### src/hdl/mciir_pkg.sv
// Package for the multichannel IIR filter: widths, register indexes, reset values,
// controller state type and the command/status structs between controller and datapath.
// No dependencies.
`default_nettype none

package mciir_pkg;

    // Field widths
    localparam int SAMPLE_W = 16;
    localparam int CHAN_W   = 3;
    localparam int COEF_W   = 16;
    localparam int PROD_W   = SAMPLE_W + COEF_W;

    // Configuration port
    localparam int CFG_AW   = 5;
    localparam int CFG_DW   = 32;
    localparam int NUM_REGS = 8;

    // Register indexes
    localparam logic [2:0] REG_FF0   = 3'd0;
    localparam logic [2:0] REG_FF1   = 3'd1;
    localparam logic [2:0] REG_FF2   = 3'd2;
    localparam logic [2:0] REG_FF3   = 3'd3;
    localparam logic [2:0] REG_FB1   = 3'd4;
    localparam logic [2:0] REG_FB2   = 3'd5;
    localparam logic [2:0] REG_FB3   = 3'd6;
    localparam logic [2:0] REG_RECIP = 3'd7;

    // Taps per side that have a register (feedforward 0..3, feedback 1..3)
    localparam int COEF_TAPS = 4;

    // Reset values, 1.0 in Q2.14
    localparam logic [COEF_W-1:0] RST_UNITY = 16'h4000;

    // Rounding and saturation
    localparam int RND_SHIFT = 28;
    localparam int SAT_MAX   = 32767;
    localparam int SAT_MIN   = -32768;

    // Parameter defaults
    localparam int CHANNELS_DEF = 8;
    localparam int FF_TAPS_DEF  = 4;
    localparam int FB_TAPS_DEF  = 4;

    typedef logic signed [COEF_W-1:0] t_coef;

    typedef enum logic [2:0] {
        S_IDLE,
        S_MAC,
        S_ACC,
        S_SCALE,
        S_ROUND
    } t_state;

    typedef struct packed {
        logic load;     // capture item, read channel history
        logic mac;      // multiply current term
        logic scale;    // multiply sum by reciprocal
        logic out_load; // round, load output, write history back
    } t_dp_cmd;

    typedef struct packed {
        logic last_term;
    } t_dp_sts;

endpackage

`default_nettype wire

### src/hdl/multichannel_iir_filter_top.sv
// Top level of the multichannel direct form I IIR filter: configuration registers,
// controller and datapath. Depends on mciir_pkg, mciir_cfg_regs, mciir_ctrl, mciir_dp.
//
//   Port group  Direction  Content
//   s_axis      in         tdata: sample; tuser: chan
//   m_axis      out        tdata: filtered; tuser: out_chan, clipped
//   apb         in/out     coefficient registers at byte address 4*index
//
// Each item goes through an accept step with the history read, one multiply per term
// on the shared multiplier, then accumulate, scale and round. The next item is
// accepted once the current one is written back. A result waiting in the output
// register stalls the block only at the round step. Reset clears the per-channel
// valid flags at once; no clearing pass is needed.
`default_nettype none

module multichannel_iir_filter_top
    import mciir_pkg::*;
#(
    parameter int CHANNELS = CHANNELS_DEF,
    parameter int FF_TAPS  = FF_TAPS_DEF,
    parameter int FB_TAPS  = FB_TAPS_DEF
) (
    input  wire logic              i_clk,
    input  wire logic              i_rst_n,
    // Input stream
    input  wire logic              s_axis_tvalid,
    output logic                   s_axis_tready,
    input  wire logic [15:0]       s_axis_tdata,  // [15:0] sample
    input  wire logic [2:0]        s_axis_tuser,  // [2:0] chan
    // Output stream
    output logic                   m_axis_tvalid,
    input  wire logic              m_axis_tready,
    output logic      [15:0]       m_axis_tdata,  // [15:0] filtered
    output logic      [3:0]        m_axis_tuser,  // [2:0] out_chan, [3] clipped
    // Configuration
    input  wire logic              psel,
    input  wire logic              penable,
    input  wire logic              pwrite,
    input  wire logic [CFG_AW-1:0] paddr,
    input  wire logic [CFG_DW-1:0] pwdata,
    output logic      [CFG_DW-1:0] prdata,
    output logic                   pready
);

    t_coef                      coef [NUM_REGS];
    t_dp_cmd                    dp_cmd;
    t_dp_sts                    dp_sts;
    logic        [CHAN_W-1:0]   out_chan;
    logic signed [SAMPLE_W-1:0] filtered;
    logic                       clipped;

    assign pready = 1'b1;

    mciir_cfg_regs u_cfg (
        .i_clk     (i_clk),
        .i_rst_n   (i_rst_n),
        .i_psel    (psel),
        .i_penable (penable),
        .i_pwrite  (pwrite),
        .i_paddr   (paddr),
        .i_pwdata  (pwdata),
        .o_prdata  (prdata),
        .o_coef    (coef)
    );

    mciir_ctrl u_ctrl (
        .i_clk       (i_clk),
        .i_rst_n     (i_rst_n),
        .i_in_valid  (s_axis_tvalid),
        .o_in_ready  (s_axis_tready),
        .o_out_valid (m_axis_tvalid),
        .i_out_ready (m_axis_tready),
        .i_sts       (dp_sts),
        .o_cmd       (dp_cmd)
    );

    mciir_dp #(
        .CHANNELS (CHANNELS),
        .FF_TAPS  (FF_TAPS),
        .FB_TAPS  (FB_TAPS)
    ) u_dp (
        .i_clk      (i_clk),
        .i_rst_n    (i_rst_n),
        .i_cmd      (dp_cmd),
        .o_sts      (dp_sts),
        .i_chan     (s_axis_tuser),
        .i_sample   (s_axis_tdata),
        .i_coef     (coef),
        .o_out_chan (out_chan),
        .o_filtered (filtered),
        .o_clipped  (clipped)
    );

    assign m_axis_tdata = filtered;
    assign m_axis_tuser = {clipped, out_chan};

`ifndef ASSERT_OFF
    // The output register is loaded only when it is empty or being emptied
    a_load_free: assert property (@(posedge i_clk) disable iff (!i_rst_n)
        dp_cmd.out_load |-> (!m_axis_tvalid || m_axis_tready))
        else $error("output register overwritten while a result is held");

    // After an item is taken the block is busy
    a_busy_after_accept: assert property (@(posedge i_clk) disable iff (!i_rst_n)
        (s_axis_tvalid && s_axis_tready) |=> !s_axis_tready)
        else $error("input accepted again while an item is in progress");

    // Datapath commands never overlap
    a_cmd_onehot: assert property (@(posedge i_clk) disable iff (!i_rst_n)
        $onehot0({dp_cmd.load, dp_cmd.mac, dp_cmd.scale, dp_cmd.out_load}))
        else $error("overlapping datapath commands");

    // A result is loaded only after a scaling step
    a_scale_before_load: assert property (@(posedge i_clk) disable iff (!i_rst_n)
        dp_cmd.scale |=> (dp_cmd.out_load || !s_axis_tready))
        else $error("scaling not followed by the round step");
`endif

endmodule

`default_nettype wire

### src/hdl/mciir_cfg_regs.sv
// Coefficient register bank behind the APB-style configuration port.
// Depends on mciir_pkg.
`default_nettype none

module mciir_cfg_regs
    import mciir_pkg::*;
(
    input  wire logic              i_clk,
    input  wire logic              i_rst_n,
    input  wire logic              i_psel,
    input  wire logic              i_penable,
    input  wire logic              i_pwrite,
    input  wire logic [CFG_AW-1:0] i_paddr,
    input  wire logic [CFG_DW-1:0] i_pwdata,
    output logic      [CFG_DW-1:0] o_prdata,
    output t_coef                  o_coef [NUM_REGS]
);

    t_coef      r_coef [NUM_REGS];
    logic       w_wr;
    logic [2:0] w_idx;

    assign w_idx = i_paddr[CFG_AW-1:2];
    assign w_wr  = i_psel & i_penable & i_pwrite;

    // Register writes; tap 0 and the reciprocal reset to unity
    always_ff @(posedge i_clk) begin
        if (!i_rst_n) begin
            for (int i = 0; i < NUM_REGS; i++) begin
                if (i == int'(REG_FF0) || i == int'(REG_RECIP)) begin
                    r_coef[i] <= RST_UNITY;
                end else begin
                    r_coef[i] <= '0;
                end
            end
        end else if (w_wr) begin
            r_coef[w_idx] <= i_pwdata[COEF_W-1:0];
        end
    end

    // Read back, sign extended
    assign o_prdata = {{(CFG_DW-COEF_W){r_coef[w_idx][COEF_W-1]}}, r_coef[w_idx]};

    always_comb begin
        for (int i = 0; i < NUM_REGS; i++) begin
            o_coef[i] = r_coef[i];
        end
    end

endmodule

`default_nettype wire

### src/hdl/mciir_ctrl.sv
// Controller state machine: input/output handshakes and datapath sequencing.
// Depends on mciir_pkg.
`default_nettype none

module mciir_ctrl
    import mciir_pkg::*;
(
    input  wire logic    i_clk,
    input  wire logic    i_rst_n,
    input  wire logic    i_in_valid,
    output logic         o_in_ready,
    output logic         o_out_valid,
    input  wire logic    i_out_ready,
    input  wire t_dp_sts i_sts,
    output t_dp_cmd      o_cmd
);

    t_state r_state, n_state;
    logic   r_out_vld, n_out_vld;

    always_ff @(posedge i_clk) begin
        if (!i_rst_n) begin
            r_state   <= S_IDLE;
            r_out_vld <= 1'b0;
        end else begin
            r_state   <= n_state;
            r_out_vld <= n_out_vld;
        end
    end

    // Next state and commands
    always_comb begin
        n_state    = r_state;
        o_cmd      = '0;
        o_in_ready = 1'b0;
        case (r_state)
            S_IDLE: begin
                o_in_ready = 1'b1;
                if (i_in_valid) begin
                    o_cmd.load = 1'b1;
                    n_state    = S_MAC;
                end
            end
            S_MAC: begin
                o_cmd.mac = 1'b1;
                if (i_sts.last_term) begin
                    n_state = S_ACC;
                end
            end
            S_ACC: begin
                n_state = S_SCALE;
            end
            S_SCALE: begin
                o_cmd.scale = 1'b1;
                n_state     = S_ROUND;
            end
            S_ROUND: begin
                // wait here while the previous result is still held
                if (!r_out_vld || i_out_ready) begin
                    o_cmd.out_load = 1'b1;
                    n_state        = S_IDLE;
                end
            end
            default: begin
                n_state = S_IDLE;
            end
        endcase
    end

    // Output register valid flag
    assign n_out_vld   = o_cmd.out_load | (r_out_vld & ~i_out_ready);
    assign o_out_valid = r_out_vld;

endmodule

`default_nettype wire

### src/hdl/mciir_dp.sv
// Datapath: per-channel history memory, shared multiply-accumulate unit, scaling
// multiplier, rounding/saturation and the output register. Depends on mciir_pkg.
`default_nettype none

module mciir_dp
    import mciir_pkg::*;
#(
    parameter int CHANNELS = CHANNELS_DEF,
    parameter int FF_TAPS  = FF_TAPS_DEF,
    parameter int FB_TAPS  = FB_TAPS_DEF
) (
    input  wire logic                       i_clk,
    input  wire logic                       i_rst_n,
    input  wire t_dp_cmd                    i_cmd,
    output t_dp_sts                         o_sts,
    input  wire logic        [CHAN_W-1:0]   i_chan,
    input  wire logic signed [SAMPLE_W-1:0] i_sample,
    input  wire t_coef                      i_coef [NUM_REGS],
    output logic             [CHAN_W-1:0]   o_out_chan,
    output logic signed      [SAMPLE_W-1:0] o_filtered,
    output logic                            o_clipped
);

    // Terms: x[n], FF_TAPS-1 past inputs, FB_TAPS-1 past outputs
    localparam int NT       = FF_TAPS + FB_TAPS - 1;
    localparam int HIST_N   = NT - 1;
    localparam int ROW_N    = (HIST_N > 0) ? HIST_N : 1;
    localparam int RI_W     = (ROW_N > 1) ? $clog2(ROW_N) : 1;
    localparam int TC_W     = $clog2(NT + 1);
    localparam int CH_W     = (CHANNELS > 1) ? $clog2(CHANNELS) : 1;
    localparam int ACC_W    = PROD_W + 1 + $clog2(NT + 1);
    localparam int SCALED_W = ACC_W + COEF_W;
    localparam int Q_W      = SCALED_W + 1 - RND_SHIFT;

    localparam logic signed [Q_W-1:0] Q_MAX = Q_W'(SAT_MAX);
    localparam logic signed [Q_W-1:0] Q_MIN = Q_W'(SAT_MIN);

    // History memory: one row per channel, past inputs then past outputs
    logic [ROW_N-1:0][SAMPLE_W-1:0] r_mem [CHANNELS];
    logic [ROW_N-1:0][SAMPLE_W-1:0] r_row;
    logic [ROW_N-1:0][SAMPLE_W-1:0] w_new_row;
    logic [CHANNELS-1:0]            r_vld;

    logic        [CHAN_W-1:0]   r_chan;
    logic        [CH_W-1:0]     r_ch;
    logic signed [SAMPLE_W-1:0] r_sample;
    logic        [TC_W-1:0]     r_term;
    logic signed [PROD_W-1:0]   r_prod;
    logic                       r_prod_vld;
    logic                       r_prod_neg;
    logic signed [ACC_W-1:0]    r_acc;
    logic signed [SCALED_W-1:0] r_scaled;

    logic        [6:0]          w_cm;
    logic        [CH_W-1:0]     w_ch;
    logic signed [SAMPLE_W-1:0] w_opnd;
    t_coef                      w_coef;
    logic        [TC_W-1:0]     w_fbj;
    logic signed [SCALED_W:0]   w_rnd;
    logic signed [Q_W-1:0]      w_q;
    logic signed [SAMPLE_W-1:0] w_y;
    logic                       w_clip;

    // Channel number modulo CHANNELS by repeated subtraction (at most seven steps)
    always_comb begin
        w_cm = 7'(i_chan);
        for (int i = 0; i < 8; i++) begin
            if (w_cm >= 7'(CHANNELS)) begin
                w_cm = w_cm - 7'(CHANNELS);
            end
        end
        w_ch = w_cm[CH_W-1:0];
    end

    // History memory: registered read on accept, write back with the result
    always_ff @(posedge i_clk) begin
        if (i_cmd.load) begin
            r_row <= r_vld[w_ch] ? r_mem[w_ch] : '0;
        end
        if (i_cmd.out_load) begin
            r_mem[r_ch] <= w_new_row;
        end
    end

    // Row valid flags stand in for clearing the history at reset
    always_ff @(posedge i_clk) begin
        if (!i_rst_n) begin
            r_vld <= '0;
        end else if (i_cmd.out_load) begin
            r_vld[r_ch] <= 1'b1;
        end
    end

    // Item capture
    always_ff @(posedge i_clk) begin
        if (i_cmd.load) begin
            r_chan   <= i_chan;
            r_ch     <= w_ch;
            r_sample <= i_sample;
        end
    end

    // Operand: current sample for term 0, else history word term-1
    always_comb begin
        if (r_term == '0) begin
            w_opnd = r_sample;
        end else begin
            w_opnd = $signed(r_row[RI_W'(r_term - 1'b1)]);
        end
    end

    // Coefficient for the current term; taps without a register are zero
    always_comb begin
        w_coef = '0;
        w_fbj  = r_term - TC_W'(FF_TAPS - 1);
        if (r_term < FF_TAPS) begin
            if (r_term < COEF_TAPS) begin
                w_coef = i_coef[3'(r_term)];
            end
        end else if (w_fbj < COEF_TAPS) begin
            w_coef = i_coef[REG_FB1 + 3'(w_fbj) - 3'd1];
        end
    end

    assign o_sts.last_term = (r_term == TC_W'(NT - 1));

    // Multiply-accumulate: product registered, summed in the following cycle
    always_ff @(posedge i_clk) begin
        if (!i_rst_n) begin
            r_term     <= '0;
            r_prod_vld <= 1'b0;
        end else begin
            r_prod_vld <= i_cmd.mac;
            if (i_cmd.load) begin
                r_term <= '0;
            end else if (i_cmd.mac) begin
                r_term <= r_term + 1'b1;
            end
        end
    end

    always_ff @(posedge i_clk) begin
        if (i_cmd.mac) begin
            r_prod     <= w_opnd * w_coef;
            r_prod_neg <= (r_term >= FF_TAPS);
        end
        if (i_cmd.load) begin
            r_acc <= '0;
        end else if (r_prod_vld) begin
            if (r_prod_neg) begin
                r_acc <= r_acc - ACC_W'(r_prod);
            end else begin
                r_acc <= r_acc + ACC_W'(r_prod);
            end
        end
        if (i_cmd.scale) begin
            r_scaled <= r_acc * i_coef[REG_RECIP];
        end
    end

    // Round to nearest (ties up) and saturate to Q1.15
    always_comb begin
        w_rnd  = (SCALED_W + 1)'(r_scaled) + ((SCALED_W + 1)'(1) << (RND_SHIFT - 1));
        w_q    = w_rnd[SCALED_W:RND_SHIFT];
        w_clip = 1'b0;
        w_y    = w_q[SAMPLE_W-1:0];
        if (w_q > Q_MAX) begin
            w_y    = Q_MAX[SAMPLE_W-1:0];
            w_clip = 1'b1;
        end else if (w_q < Q_MIN) begin
            w_y    = Q_MIN[SAMPLE_W-1:0];
            w_clip = 1'b1;
        end
    end

    // Shifted history row: new sample first, new output after the inputs
    always_comb begin
        for (int i = 0; i < ROW_N; i++) begin
            if (i == 0) begin
                w_new_row[i] = (FF_TAPS > 1) ? r_sample : w_y;
            end else if (i == FF_TAPS - 1) begin
                w_new_row[i] = w_y;
            end else begin
                w_new_row[i] = r_row[i-1];
            end
        end
    end

    // Output register
    always_ff @(posedge i_clk) begin
        if (i_cmd.out_load) begin
            o_out_chan <= r_chan;
            o_filtered <= w_y;
            o_clipped  <= w_clip;
        end
    end

endmodule

`default_nettype wire
### config.mk
export PLATFORM = sky130hd
export DESIGN_NAME = multichannel_iir_filter_top
export DESIGN_NICKNAME = d
export VERILOG_FILES = /design/src/hdl/mciir_pkg.sv /design/src/hdl/multichannel_iir_filter_top.sv /design/src/hdl/mciir_cfg_regs.sv /design/src/hdl/mciir_ctrl.sv /design/src/hdl/mciir_dp.sv
export SDC_FILE = /design/constraint.sdc
export NUM_CORES = 2
export LEC_CHECK = 0
export BUFFER_PORTS_ARGS = -buffer_cell sky130_fd_sc_hd__clkbuf_2
export CAP_MARGIN = 20
export CORE_AREA = 2 2 687 416
export DETAILED_ROUTE_END_ITERATION = 12
export DIE_AREA = 0 0 689 418
export PLACE_DENSITY = 0.39
export SKIP_LAST_GASP = 1
export SLEW_MARGIN = 5
export SYNTH_ARGS = -nofsm -noshare
export SYNTH_HDL_FRONTEND = slang
export SYNTH_SLANG_ARGS = --single-unit
### constraint.sdc
create_clock -name i_clk -period 10.1 [get_ports i_clk]
set_input_delay 2.02 -clock i_clk [delete_from_list [all_inputs] [get_ports i_clk]]
set_output_delay 2.02 -clock i_clk [all_outputs]
set_load 0.02 [all_outputs]
[Word level (Yosys, flattened, before mapping)]
Memories as Yosys holds them, arrays and structs flattened. A register that Yosys moved wholly into a read port is not among the register bits.
Index checks and enable logic that the tools add are counted.
Widths: inputs -> output; s select.
Word-level totals
  bits in registers: 176
  bits in writable memories: 896
  output and inout port bits: 55
  word-level logic and storage cells: 102
  memories: 2
Operators by class
  $add $sub $neg: 8
  multiply operators: 2
  order comparisons: 11
  eq/ne operators: 8
  multiplexer cells: 39
  bitwise gates (word level): 9
  reductions and logical operators: 9
Memory list
  u_dp.r_mem: depth 8, width 96, rd ports 1, clocked after Yosys merged registers in 1, wr ports 1, line mciir_dp.sv:39  | logic [ROW_N-1:0][SAMPLE_W-1:0] r_mem [CHANNELS];
  u_cfg.r_coef: depth 8, width 16, rd ports 9, clocked after Yosys merged registers in 0, wr ports 8, line mciir_cfg_regs.sv:19  | t_coef r_coef [NUM_REGS];
Operators with widths (count)
  $mux 16: 11
  $bmux 16 s3: 3
  $add 52x29->53 const B: 1
  $mul 36x16->52: 1
  $add 36x32->36: 1
  $mux 36: 1
  $sub 36x32->36: 1
  $mul 16x16->32: 1
  $gt 25x16->1 const B: 1
  $lt 25x16->1 const B: 1
  $mux 1: 17
  $reduce_or 16->1: 1
  $pmux 3 s5: 1
  $lt 3x4->1 const B: 3
  $mux 3: 4
  $ge 4x4->1 const B: 2
  $not 3->4: 2
  $or 8x8->8: 1
  $eq 3x2->1 const B: 2
  $eq 3x3->1 const B: 2
  $logic_not 3->1: 2
  $lt 3x3->1 const B: 2
  $sub 3x1->3 const B: 2
  $ne 2x2->1 const B: 2
  other kinds (17): 21

[Logic depth before layout (Yosys ltp)]
  word-level depth: 10
  mapped depth: 36

[Modules after synthesis]
A second synthesis with hierarchy kept.
Unflattened totals
  cell total of the unflattened synthesis: 5777
  area total of the unflattened synthesis: 76342.0 µm²
Modules (own cells, without submodules)
  mciir_dp: times used 1, cells each 5387, area an instance 70038.4 µm², sequential area each 29818.6 µm²
  mciir_cfg_regs: times used 1, cells each 366, area an instance 6075.8 µm², sequential area each 3843.7 µm²
  mciir_ctrl: times used 1, cells each 21, area an instance 209.0 µm², sequential area each 80.1 µm²
  multichannel_iir_filter_top: times used 1, cells each 3, area an instance 18.8 µm², sequential area each 0.0 µm²

[Worst setup path after synthesis]
No wires, ideal clock.
  kind: input to register
  start point: input m_axis_tready
  end point: memory u_dp.r_mem[1][0] (netlist bit) (enable)
  setup time: 0.670 ns
  arrival: 9.847 ns
  setup slack: -0.417 ns
  stages: 4
  buffers on the path: 0
  cells stage by stage: nor2b_1 -> nor2_1 -> nand2_1 -> nor3_1
RTL lines
  start, declared: line multichannel_iir_filter_top.sv:32  | input wire logic m_axis_tready,
  end, declared: line mciir_dp.sv:39

[Worst setup path after layout]
  start point: register u_dp.r_term[0]
  end point: register u_dp.r_prod[31], data pin
On the way
  word-level cells in the longest chain between the ends: 10
RTL lines
  start, declared: line mciir_dp.sv:47  | logic [TC_W-1:0] r_term;
  start signal, assigned: line mciir_dp.sv:137  | r_term <= r_term + 1'b1;
  $sub 3x2->3 *: line mciir_dp.sv:115  | w_fbj = r_term - TC_W'(FF_TAPS - 1);
  named net u_dp.w_fbj[0]: line mciir_dp.sv:58  | logic [TC_W-1:0] w_fbj;
  $add 3x3->3: line mciir_dp.sv:121  | w_coef = i_coef[REG_FB1 + 3'(w_fbj) - 3'd1];
  $sub 3x1->3: line mciir_dp.sv:121
  $not 3->4 (not written as such): line mciir_dp.sv:121
  $bmux 16 s3: line mciir_dp.sv:121
  $mux 16 (not written as such) (2 in a row): line mciir_dp.sv:121
  $mux 16 *: line mciir_dp.sv:120  | end else if (w_fbj < COEF_TAPS) begin
  $mux 16 *: line mciir_dp.sv:116  | if (r_term < FF_TAPS) begin
  $mul 16x16->32 *: line mciir_dp.sv:144  | r_prod <= w_opnd * w_coef;
  end signal, assigned: line mciir_dp.sv:144
  end, declared: line mciir_dp.sv:48  | logic signed [PROD_W-1:0] r_prod;
The timed path passes the listed nets; every way through them passes the cells marked *. The select of a mux whose other input is x is not followed.
A chain may end at the register's enable or synchronous reset.

==> results.py <==
metrics = {
    "status": {
        "status": "completed",
    },
    "hold_path": {
        "hold_path_depth": 1,
        "holdCritPathClass": "flop to flop",
        "worstHoldStart": "u_dp.r_vld[1]",
        "hold-path-endpoint": "u_dp.r_vld[1]",
    },
    "sta": {
        "relSlewSlack": 0.217,
        "fmax_mhz": 112,
        "min_period_ns": 8.91,
        "worst_slew_pin_slew_ns": 1.17,
        "final.setup.tns_ns": 0,
        "drv_slew": 0,
        "rsz0062_at_grt": "false",
        "finClkSkew_ns": 0.0872,
        "finalSetupViolations": 0,
        "finalHoldViolCount": 0,
        "fin_crit_sh": 0.882,
    },
    "setup_path": {
        "critPathRequiredTime_ns": 10.55,
        "slowest_stage": "fa_1",
        "cp.arrival_ns": 9.36,
        "reg2reg_depth": 26,
        "critPathMaxStageDelay_ns": 0.92,
        "critical_path_class": "flop to flop",
        "start_kind": "flop",
        "crit_top_cell": "fa_1",
        "r2r_setup_slack_ns": 1.19,
        "rr_startpoint": "u_dp.r_term[0]",
        "crit_fanout": 20,
        "end_kind": "flop",
        "r2r-end": "u_dp.r_prod[31]",
    },
    "place": {
        "placed_cells": 9508,
        "dp_hpwl_um": 159000,
        "gp_congestion": 0.808,
        "numPortBuffers": 98,
    },
    "detailed_routing": {
        "drc_errors": 0,
        "routed_wl_um": 232000,
        "via_per_inst": 4.65,
        "drt-pass1-iter-count": 6,
        "ant_nets": 0,
        "num_vias": 45300,
        "wl_per_cell_um": 23.8,
        "drt_iter0_drc": 3609,
    },
    "yosys": {
        "syn_area_um2": 75700,
        "ys_ff_latch": 1141,
        "yosysTopAreaCell": "edfxtp_1",
        "syn_area_per_cell_um2": 13.0,
        "synth_nets": 6929,
        "syn_inst": 5820,
        "async_reset_ff_frac": 0,
        "yosys_warnings": 0,
        "yosysUniqueCellTypes": 97,
        "synth_edf_count": 1089,
        "synthTopCellsByArea": "edfxtp_1 (43%), fa_1 (21%), mux4_2 (7.2%)",
        "ys.flop_type": "edfxtp_1",
        "synth_top_area_frac": 0.432,
        "seq_area_frac_synth": 0.446,
    },
    "floorplan": {
        "fp-row-count": 151,
        "io_pins": 118,
        "die_w_um": 689,
        "dieArea_um2": 288000,
        "coreArea_um2": 281000,
        "dieHeight_um": 418,
        "start_util": 0.269,
    },
    "finish": {
        "layout.nets": 6993,
        "final_cell_mix": "edfxtp_1 (1089), inv_1 (880), fa_1 (804)",
        "area.growth.synth_to_final_pct": 12.3,
        "drive_gt1_frac": 0.123,
        "stdcell_count": 9741,
        "layout_commonest_cell": "edfxtp_1",
    },
    "clock_network": {
        "cts_setup_buffers": 0,
        "ctsResizeCount": 0,
        "clk_pin_slew_worst_paths_ns": 0.07,
        "postCtsHoldBufs": 0,
        "cts_root_buffer": "clkbuf_16",
        "tritoncts": "built",
        "cts.sinks": 1141,
        "cts_buffers": 114,
        "h-tree-depth": 3,
        "clkLatencyLatePin_ns": 0.76,
        "clock_tree.buffer_depth": 3,
    },
    "grt": {
        "grt_pass1_vias": 47800,
        "grt-ovfl-total": 0,
        "grt_pass1_wl_um": 341000,
        "antenna_found_initial": 27,
        "grt_usage": 0.162,
        "grt_max_degree": 98,
    },
    "run": {
        "drv_cap": 0,
    },
}
## state kept, by name, indices dropped and copies added (netlist names), 3 cells and up
name,flops
u_dp.r_sample,16
u_dp.r_acc,36
u_dp.o_out_chan,3
u_dp.o_filtered,16
u_dp.r_row,96
u_cfg.r_coef,128
u_dp.r_mem,768
u_dp.r_prod,32
u_dp.r_term,3
u_dp.r_vld,8
u_ctrl.r_state,3
u_dp.r_chan,3
u_dp.r_scaled,25
## through the flow
step / worst slack (ns) / hold slack [ns] / cell area [um^2] / utilization
detailed placement: 1.18 / 0.452 / 81100 / 0.289
CTS: 1.14 / 0.450 / 84900 / 0.302
global route: 0.643 / 0.476 / 85000 / 0.302
floorplan: 0.398 / 0.435 / 75700 / -
global placement: 1.13 / 0.443 / 81000 / 0.288
finish: 1.19 / 0.467 / 85000 / 0.303
## cell families (layout without fill, tap and decap cells)
logic type	after synthesis	after routing	share of synthesized area
buffers and inverters	1180	1341	0.0599
and+or+nand+nor	1475	1475	0.0935
DFF	1141	1141	0.446
muxes	380	380	0.0904
AOI/OAI and AO/OA	455	455	0.0416
other	1	13	0.0000495
adders and majority gates	1046	1046	0.253
xor gates and xnor gates	142	142	0.0164
## final cells by class
type                            count  area (um^2)
Antenna cell                       12         30.0
Tap cell                         3748         4690
Fill cell                       28400       196000
Clock buffer                      142         3000
Timing Repair Buffer              246         1930
Multi-Input combinational cell   3499        37600
Sequential cell                  1141        33700
Clock inverter                     71          739
Inverter                          882         3320
## how the worst max path moves through the flow
stage,startpoint,to
after floorplan,m_axis_tready,u_dp.r_mem[0][0]
after global placement,u_dp.r_term[0],u_dp.r_prod[31]
after detailed placement,u_dp.r_term[0],u_dp.r_prod[31]
after CTS,u_dp.r_term[0],u_dp.r_prod[31]
after global routing,u_dp.r_term[0],u_dp.r_prod[31]
final,u_dp.r_term[0],u_dp.r_prod[31]
## worst max-delay path: cells and delay by family (launching register included)
kind / cells / cell delay [ns]
mux: 2 / 0.52
compound gates: 6 / 2.00
buf+inv: 5 / 0.74
fa+ha+maj: 8 / 4.46
flops: 1 / 0.36
simple gates: 5 / 0.45
## cells in the mapped netlist (all sizes together) (84+ instances only)
cell type     n
a21oi       113
and2        192
and3        146
buf          84
clkbuf      214
edfxtp     1089
fa          804
ha          242
inv         880
mux2i       137
mux4        242
nand2       517
nor2        349
o21ai        87
xnor2       109
## metal layers
layer,global-route usage,up-vias,routed length [um]
li1,-,19900,-
met3,0.0268,190,12900
met1,0.259,24100,120000
met5,0,-,0
met4,0.0227,0,3150
met2,0.231,1113,96200
Power is left out: the tool's default activity adds up to more than one toggle a clock period on the data nets, which glitch-free logic cannot reach.
